===== config.mk =====
export PLATFORM = sky130hd
export DESIGN_NAME = svv_ctrl
export DESIGN_NICKNAME = d
export VERILOG_FILES = /design/src/svv_pkg.sv /design/src/svv_ctrl.sv
export SDC_FILE = /design/constraint.sdc
export NUM_CORES = 1
export LEC_CHECK = 0
export BUFFER_PORTS_ARGS = -buffer_cell sky130_fd_sc_hd__clkbuf_2
export CORE_AREA = 2 2 39 41
export DETAILED_ROUTE_END_ITERATION = 8
export DIE_AREA = 0 0 41 43
export GPL_ROUTABILITY_DRIVEN = 0
export GPL_TIMING_DRIVEN = 0
export PLACE_DENSITY = 0.57
export SLEW_MARGIN = 20
export SYNTH_ARGS = -nofsm -noshare
export SYNTH_HDL_FRONTEND = slang
export SYNTH_SLANG_ARGS = --single-unit

===== constraint.sdc =====
create_clock -name clk -period 1.5 [get_ports clk]
set_input_delay 0.075 -clock clk [delete_from_list [all_inputs] [get_ports clk]]
set_output_delay 0.075 -clock clk [all_outputs]
set_load 0.01 [all_outputs]

===== src/svv_pkg.sv =====
// svv_pkg: shared types and constants of the sphere volume voxelizer
// command codes, controller state type, command and status bundles
// no dependencies
package svv_pkg;

	// default volume dimensions
	localparam int SVV_SIZE_X = 64;
	localparam int SVV_SIZE_Y = 64;
	localparam int SVV_SIZE_Z = 64;

	// command field widths
	localparam int OP_W    = 2;
	localparam int POS_W   = 6;
	localparam int RAD_W   = 6;
	localparam int GRAY_W  = 8;
	localparam int WALK_W  = RAD_W + 1;
	localparam int COORD_W = RAD_W + 2;
	localparam int R2_W    = 2 * RAD_W;
	localparam int D2_W    = R2_W + 2;

	// command codes
	localparam logic [OP_W-1:0] OP_DRAW  = 2'd0;
	localparam logic [OP_W-1:0] OP_READ  = 2'd1;
	localparam logic [OP_W-1:0] OP_CLEAR = 2'd2;

	typedef enum logic [2:0] {
		ST_INIT,
		ST_IDLE,
		ST_DISPATCH,
		ST_DRAW,
		ST_DRAIN,
		ST_CLEAR,
		ST_DONE
	} svv_state_t;

	// controller to datapath
	typedef struct packed {
		logic load;      // latch the incoming command
		logic issue;     // push one voxel point into the pipeline
		logic clr_arm;   // take the fill value for a clear sweep
		logic clr_run;   // write one voxel of the sweep
		logic out_load;  // move the result into the output register
	} svv_cmd_t;

	// datapath to controller
	typedef struct packed {
		logic [OP_W-1:0] op;
		logic            r_zero;
		logic            walk_last;
		logic            clr_last;
		logic            pipe_busy;
	} svv_sts_t;

endpackage


===== src/svv_ctrl.sv =====
// svv_ctrl: command sequencer of the voxelizer
// depends on svv_pkg, drives the svv_datapath through svv_cmd_t / svv_sts_t
module svv_ctrl
	import svv_pkg::*;
(
	input  logic     clk,
	input  logic     arst_n,
	input  logic     s_valid,
	output logic     s_ready,
	output logic     m_valid,
	input  logic     m_ready,
	output svv_cmd_t cmd,
	input  svv_sts_t sts
);

	svv_state_t state_q, state_d;
	logic       out_valid_q;

	always_ff @(posedge clk or negedge arst_n) begin
		if (!arst_n) begin
			state_q     <= ST_INIT;
			out_valid_q <= 1'b0;
		end else begin
			state_q <= state_d;
			if (cmd.out_load) begin
				out_valid_q <= 1'b1;
			end else if (m_ready) begin
				out_valid_q <= 1'b0;
			end
		end
	end

	assign m_valid = out_valid_q;

	always_comb begin
		state_d = state_q;
		cmd     = '0;
		s_ready = 1'b0;
		case (state_q)
			ST_INIT: begin
				cmd.clr_run = 1'b1;
				if (sts.clr_last) begin
					state_d = ST_IDLE;
				end
			end
			ST_IDLE: begin
				s_ready = 1'b1;
				if (s_valid) begin
					cmd.load = 1'b1;
					state_d  = ST_DISPATCH;
				end
			end
			ST_DISPATCH: begin
				case (sts.op)
					OP_DRAW: begin
						state_d = sts.r_zero ? ST_DONE : ST_DRAW;
					end
					OP_READ: begin
						cmd.issue = 1'b1;
						state_d   = ST_DRAIN;
					end
					OP_CLEAR: begin
						cmd.clr_arm = 1'b1;
						state_d     = ST_CLEAR;
					end
					default: begin
						state_d = ST_DONE;
					end
				endcase
			end
			ST_DRAW: begin
				cmd.issue = 1'b1;
				if (sts.walk_last) begin
					state_d = ST_DRAIN;
				end
			end
			ST_DRAIN: begin
				if (!sts.pipe_busy) begin
					state_d = ST_DONE;
				end
			end
			ST_CLEAR: begin
				cmd.clr_run = 1'b1;
				if (sts.clr_last) begin
					state_d = ST_DONE;
				end
			end
			ST_DONE: begin
				if (!out_valid_q || m_ready) begin
					cmd.out_load = 1'b1;
					state_d      = ST_IDLE;
				end
			end
			default: begin
				state_d = ST_IDLE;
			end
		endcase
	end

	// the sweep owns the ram port, so no walk point may be in flight
	a_sweep_exclusive: assert property (@(posedge clk) disable iff (!arst_n)
		cmd.clr_run |-> (!cmd.issue && !sts.pipe_busy))
		else $error("clear sweep overlaps pipelined access");

	// a result is only produced once the pipeline has fully drained
	a_done_drained: assert property (@(posedge clk) disable iff (!arst_n)
		(state_q == ST_DONE) |-> !sts.pipe_busy)
		else $error("result produced with pipeline still busy");

	// the last point of a walk always leads to the drain
	a_walk_end: assert property (@(posedge clk) disable iff (!arst_n)
		(state_q == ST_DRAW && sts.walk_last) |=> (state_q == ST_DRAIN))
		else $error("walk did not end after its last point");

endmodule


==> reports/results.tsv, run 1 <==
stage	metric	value	unit
layout	most frequent cells in the layout	clkbuf_2, nor2_1, ha_1, dfrtp_1	
detailed_routing	Initial DRC Count	9	
clock_network	CTS root buf	clkbuf_4	
min_path	hold path startpoint	m_ready	
die	starting density of the core	0.3146	
logic_synthesis	fraction of registers with async set/reset	1.000	
global_routing	number of global-route vias before repair	316	
clock_network	Clock transition at path regs	0.04	ns
detailed_routing	drt first pass iters	4	
global_routing	GRT Total Usage	0.1056	
layout	layout cells sized above 1	0.4394	
global_routing	largest net degree at the start of global routing	11	
layout	Nets	82	
die	Top Ports	17	
die	number of cell rows	14	
timing	Tmin final	1.381	ns
clock_network	H-tree levels	1	
logic_synthesis	Post-synth EDFFs	0	
timing	Slew Viols, Final	0	
status	outcome	finished clean	
timing	crit share post-route	0.9209	
critical_path	Worst Setup Path Type	reg -> out	
layout	fin util	0.4105	
critical_path	worst reg2reg path startpoint	state_q[2]	
critical_path	WP data required	1.42	ns
placement	PortBufs	16	
critical_path	worst reg-to-reg path cell count	4	
layout	Area Overhead vs Synth	30.46	%
logic_synthesis	register area share after synthesis	0.2299	
power_and_ir_drop	leakage power	0.2882	nW
detailed_routing	drt drc	0	
timing	RSZ-0062 raised after global routing	false	
global_routing	GRT overflow	0	
logic_synthesis	library cells used by synthesis	28	
critical_path	Crit. Startpoint	state_q[2]	
min_path	HP Class	in -> reg	
detailed_routing	via count	382	
clock_network	clk_lat worst skew	0.23	ns
placement	hpwl dp	647	um
power_and_ir_drop	pwr/cell area	1656	nW/um2
die	CORE AREA	1384	um2
detailed_routing	vias per inst	4.659	
clock_network	# clock sinks	4	
logic_synthesis	Mean Syn Cell Area	9.466	um2
timing	TNS Setup	0	ns
timing	worst slew pin tran	0.2524	ns
logic_synthesis	Syn Std Cell Area	435.4	um2
critical_path	CP Max Fanout	10	
clock_network	Longest Clk Path Bufs	2	
min_path	WHS Path Cells	3	
global_routing	initial antenna violation count	0	
critical_path	CP startpoint kind	flop	
detailed_routing	post-route ant nets	0	
layout	diode count	0	
clock_network	setup repair bufs after CTS	0	
layout	FILL cells	146	
power_and_ir_drop	Total Power	0.9404	mW
die	Die X	41	um
logic_synthesis	yosys warns	0	
timing	Final Hold Vio Count	0	
detailed_routing	final wirelength	806	um
run	total of max-cap violations	0	
global_routing	first-pass GRT wire length	1242	um
die	die area	1763	um2
logic_synthesis	Gate Count Post-Synth	46	
clock_network	TritonCTS buffer count	3	
logic_synthesis	#FFs+latches synth	4	
detailed_routing	DR WL/cell	9.829	um
timing	relative slew slack	0.8314	
layout	most common cell after layout, fill and taps aside	clkbuf_2	
timing	clk_skew	0.004043	ns
logic_synthesis	Primary FF master, synth	dfrtp_1	
placement	DP Cell Count	78	
die	Die Height	43	um
layout	Post-Layout Cell Count	82	
timing	maximum clock frequency	0.7239	GHz
power_and_ir_drop	maximum VDD drop	0.5059	mV
timing	final setup fails	0	
logic_synthesis	syn nets	60	
clock_network	CTS tree	built	
critical_path	CP Capture Type	output pin	
critical_path	crit path DAT	1.31	ns
timing	Hold WS	0.1516	ns
-- per-stage QoR --
step	area (um2)	setup slack [ns]
floorplan	435.4	0.4050
global placement	535.5	0.2608
detailed placement	535.5	0.2519
CTS	568.0	0.1038
global route	568.0	0.03033
finish	568.0	0.1186
-- sequential cells by signal (all words and copies together), names as in the netlist --
register and count:
state_q 3, m_valid 1
-- worst max-delay path, stage by stage (launching register included) --
cell and delay (ns):
dfrtp_1 0.36, buf_6 0.14, nand2b_1 0.21, nor3b_1 0.21, clkbuf_2 0.16
-- what timing repair did --
item	CTS	global route
hold endpoints to repair	4	0
hold buffers	1	0
resized for setup	0	0
-- layer usage --
metal  global-route usage  wire, um  vias up
met5                    0         0        -
met4              0.04000         0        0
met3              0.06283        57        0
met2               0.1469       384       14
met1               0.1294       364      168
li1                     -         -      200
-- synthesized netlist by cell type (2+ instances only) --
cell	n	area [um2]
ha_1	4	50.05
buf_6	2	22.52
nand3b_1	2	15.01
nand2b_1	2	12.51
nor3b_1	2	15.01
inv_1	3	11.26
dfrtp_1	4	100.1
mux2i_1	2	20.02
nor2b_1	2	12.51
nor2_1	5	18.77
-- power by group --
group | leakage, nW | internal, mW | switching, mW | total (mW)
logic | 0.224 | 0.292 | 0.315 | 0.608
clock network | 0.0138 | 0.0894 | 0.0421 | 0.131
registers | 0.0505 | 0.159 | 0.0419 | 0.201
-- final cells by class --
cell class,count,area [um2],share of cell area
buffer,3,27.53,0.04846
clock buffer,3,22.52,0.03965
inverter,3,11.26,0.01982
multi-input combinational,36,296.5,0.5220
sequential,4,100.1,0.1762
tap,16,20.02,0.03524
timing repair buffer,17,90.09,0.1586
-- final timing paths --
kind	end	slack [ns]
min in group asynchronous	m_valid	0.18
setup reg to reg	state_q[0]	0.34
setup / recovery	cmd[2]	0.12
max in group asynchronous	state_q[0]	1.19
hold / removal	m_valid	0.15
hold reg to reg	m_valid	0.55
-- logic make-up after synthesis --
logic type / synth area share
fa+ha+maj: 0.1149
buf+inv: 0.08906
compound gates: 0.2212
simple gates: 0.2787
flops: 0.2299
mux: 0.04598
xor+xnor: 0.02012
Power figures use the tool's default switching activity.
==> run 2: changes to the inputs <==
Settings changed: PLACE_DENSITY 0.57 to 0.53.
==> reports/results.tsv, run 2 (synthesis results as in run 1) <==
stage	metric	value	unit
status	outcome	finished clean	
placement	DP Cell Count	78	
die	Top Ports	17	
timing	Slew Viols, Final	0	
critical_path	CP delay by family, top	simple AND/OR/NAND/NOR gates	
layout	Most flops, register	state_q	
timing	Hold WS	0.1494	ns
critical_path	WP data required	1.42	ns
critical_path	CP bufs+invs	2	
global_routing	GRT Total Usage	0.1278	
layout	footprint of the multi-input gates	301.5	um2
global_routing	GRT overflow	0	
layout	most frequent cells in the layout	clkbuf_2, nor2_1, clkbuf_4, ha_1, dfrtp_1	
detailed_routing	DR WL/cell	10.12	um
global_routing	initial antenna violation count	0	
timing	RSZ-0062 raised after global routing	false	
min_path	HP Class	in -> reg	
clock_network	# clock sinks	4	
power_and_ir_drop	Switching Share	0.4276	
die	number of cell rows	14	
clock_network	Clock transition at path regs	0.04	ns
power_and_ir_drop	pwr/cell area	1665	nW/um2
critical_path	CP Max Fanout	10	
layout	FILL cells	154	
timing	relative slew slack	0.8277	
power_and_ir_drop	power share of the clock group	0.134	
layout	most common cell after layout, fill and taps aside	clkbuf_2	
die	Die Height	43	um
timing	Tmin final	1.359	ns
critical_path	CP startpoint kind	flop	
power_and_ir_drop	Comb power frac	0.657	
clock_network	CTS root buf	clkbuf_4	
clock_network	CTS tree	built	
clock_network	Longest Clk Path Bufs	2	
timing	maximum clock frequency	0.7356	GHz
layout	register area	100.1	um2
power_and_ir_drop	P_int	0.5485	mW
detailed_routing	post-route ant nets	0	
critical_path	Critical-path top delay cell	dfrtp_1	
detailed_routing	via count	387	
clock_network	H-tree levels	1	
global_routing	largest net degree at the start of global routing	11	
die	die area	1763	um2
critical_path	Worst path max stage delay	0.36	ns
global_routing	first-pass GRT wire length	1476	um
global_routing	number of global-route vias before repair	367	
critical_path	CP Capture Type	output pin	
timing	final setup fails	0	
layout	layout cells sized above 1	0.4545	
detailed_routing	vias per inst	4.720	
critical_path	worst-path cell chain	buf_6 -> nand2b_1 -> nor3b_2 -> clkbuf_2	
critical_path	crit path DAT	1.28	ns
die	starting density of the core	0.3146	
power_and_ir_drop	sw power	0.4098	mW
timing	crit share post-route	0.9063	
placement	hpwl dp	671.4	um
clock_network	clk_lat worst skew	0.23	ns
detailed_routing	Initial DRC Count	3	
power_and_ir_drop	Flop pwr share	0.209	
layout	diode count	0	
die	Die X	41	um
layout	Post-Layout Cell Count	82	
timing	Final Hold Vio Count	0	
layout	max FFs per register	3	
critical_path	Worst Setup Path Type	reg -> out	
detailed_routing	drt first pass iters	2	
timing	worst slew pin tran	0.2580	ns
detailed_routing	final wirelength	830	um
layout	Nets	82	
power_and_ir_drop	maximum VDD drop	0.5572	mV
clock_network	TritonCTS buffer count	3	
detailed_routing	drt drc	0	
layout	Area Overhead vs Synth	32.18	%
die	CORE AREA	1384	um2
run	total of max-cap violations	0	
power_and_ir_drop	leakage power	0.2896	nW
timing	clk_skew	0.003228	ns
timing	TNS Setup	0	ns
placement	PortBufs	16	
==> run 2: cell type report <==
cell class,count,area share
flip-flops and latches,4,0.1739
inverters,3,0.01957
clock buffers,3,0.03913
multi-input cells,36,0.5239
repair buffers,17,0.1565
well taps,16,0.03478
plain buffers,3,0.05217
==> run 2: power groups by stage <==
stage	Sequential, mW	Clock [mW]	Combinational (mW)
after floorplan	0.200	0	0.464
after global placement	0.203	0	0.623
after detailed placement	0.203	0	0.624
after CTS	0.201	0.137	0.628
after global routing	0.210	0.152	0.698
final	0.200	0.129	0.629
==> run 2: tightest hold or removal path, cell delays in order <==
cell	delay [ns]
clkbuf_2	0.08
nand2b_4	0.13
nand2_1	0.05
==> run 2: worst paths after layout <==
path,slack (ns),end,startpoint,depth (start not counted)
min reg2reg,0.55,m_valid,m_valid,2
min in group asynchronous,0.18,m_valid,arst_n,2
max reg2reg,0.31,state_q[0],state_q[2],4
max in group asynchronous,1.20,state_q[2],arst_n,2
max,0.14,cmd[2],state_q[2],4
min,0.15,m_valid,m_ready,3
==> run 2: metrics by stage <==
stage,utilization,setup WS (ns),total power [mW],instance area [um2]
3_3_place_gp,0.3870,0.2586,0.8251,535.5
2_1_floorplan,-,0.4050,0.6637,435.4
6_report,0.4159,0.1406,0.9583,575.6
4_1_cts,0.4105,0.1007,0.9655,568.0
3_5_place_dp,0.3870,0.2515,0.8267,535.5
5_1_grt,0.4159,0.01993,1.060,575.6
==> run 2: metal layers <==
layer / wire length [um] / up-vias / global-route usage / share of wire
li1: - / 203 / - / -
met1: 405 / 175 / 0.1521 / 0.49
met2: 392 / 9 / 0.1844 / 0.47
met3: 32 / 0 / 0.06283 / 0.039
met4: 0 / 0 / 0.06000 / 0
met5: 0 / - / 0 / 0
==> run 2: what timing repair did <==
| item | 4_1_cts | 5_1_grt |
|---|---|---|
| hold buffers | 1 | 0 |
| buffers inserted | 0 | 0 |
| gates resized for setup | 0 | 2 |
| endpoints found under the hold margin | 4 | 0 |
| setup endpoints to repair | 0 | 1 |
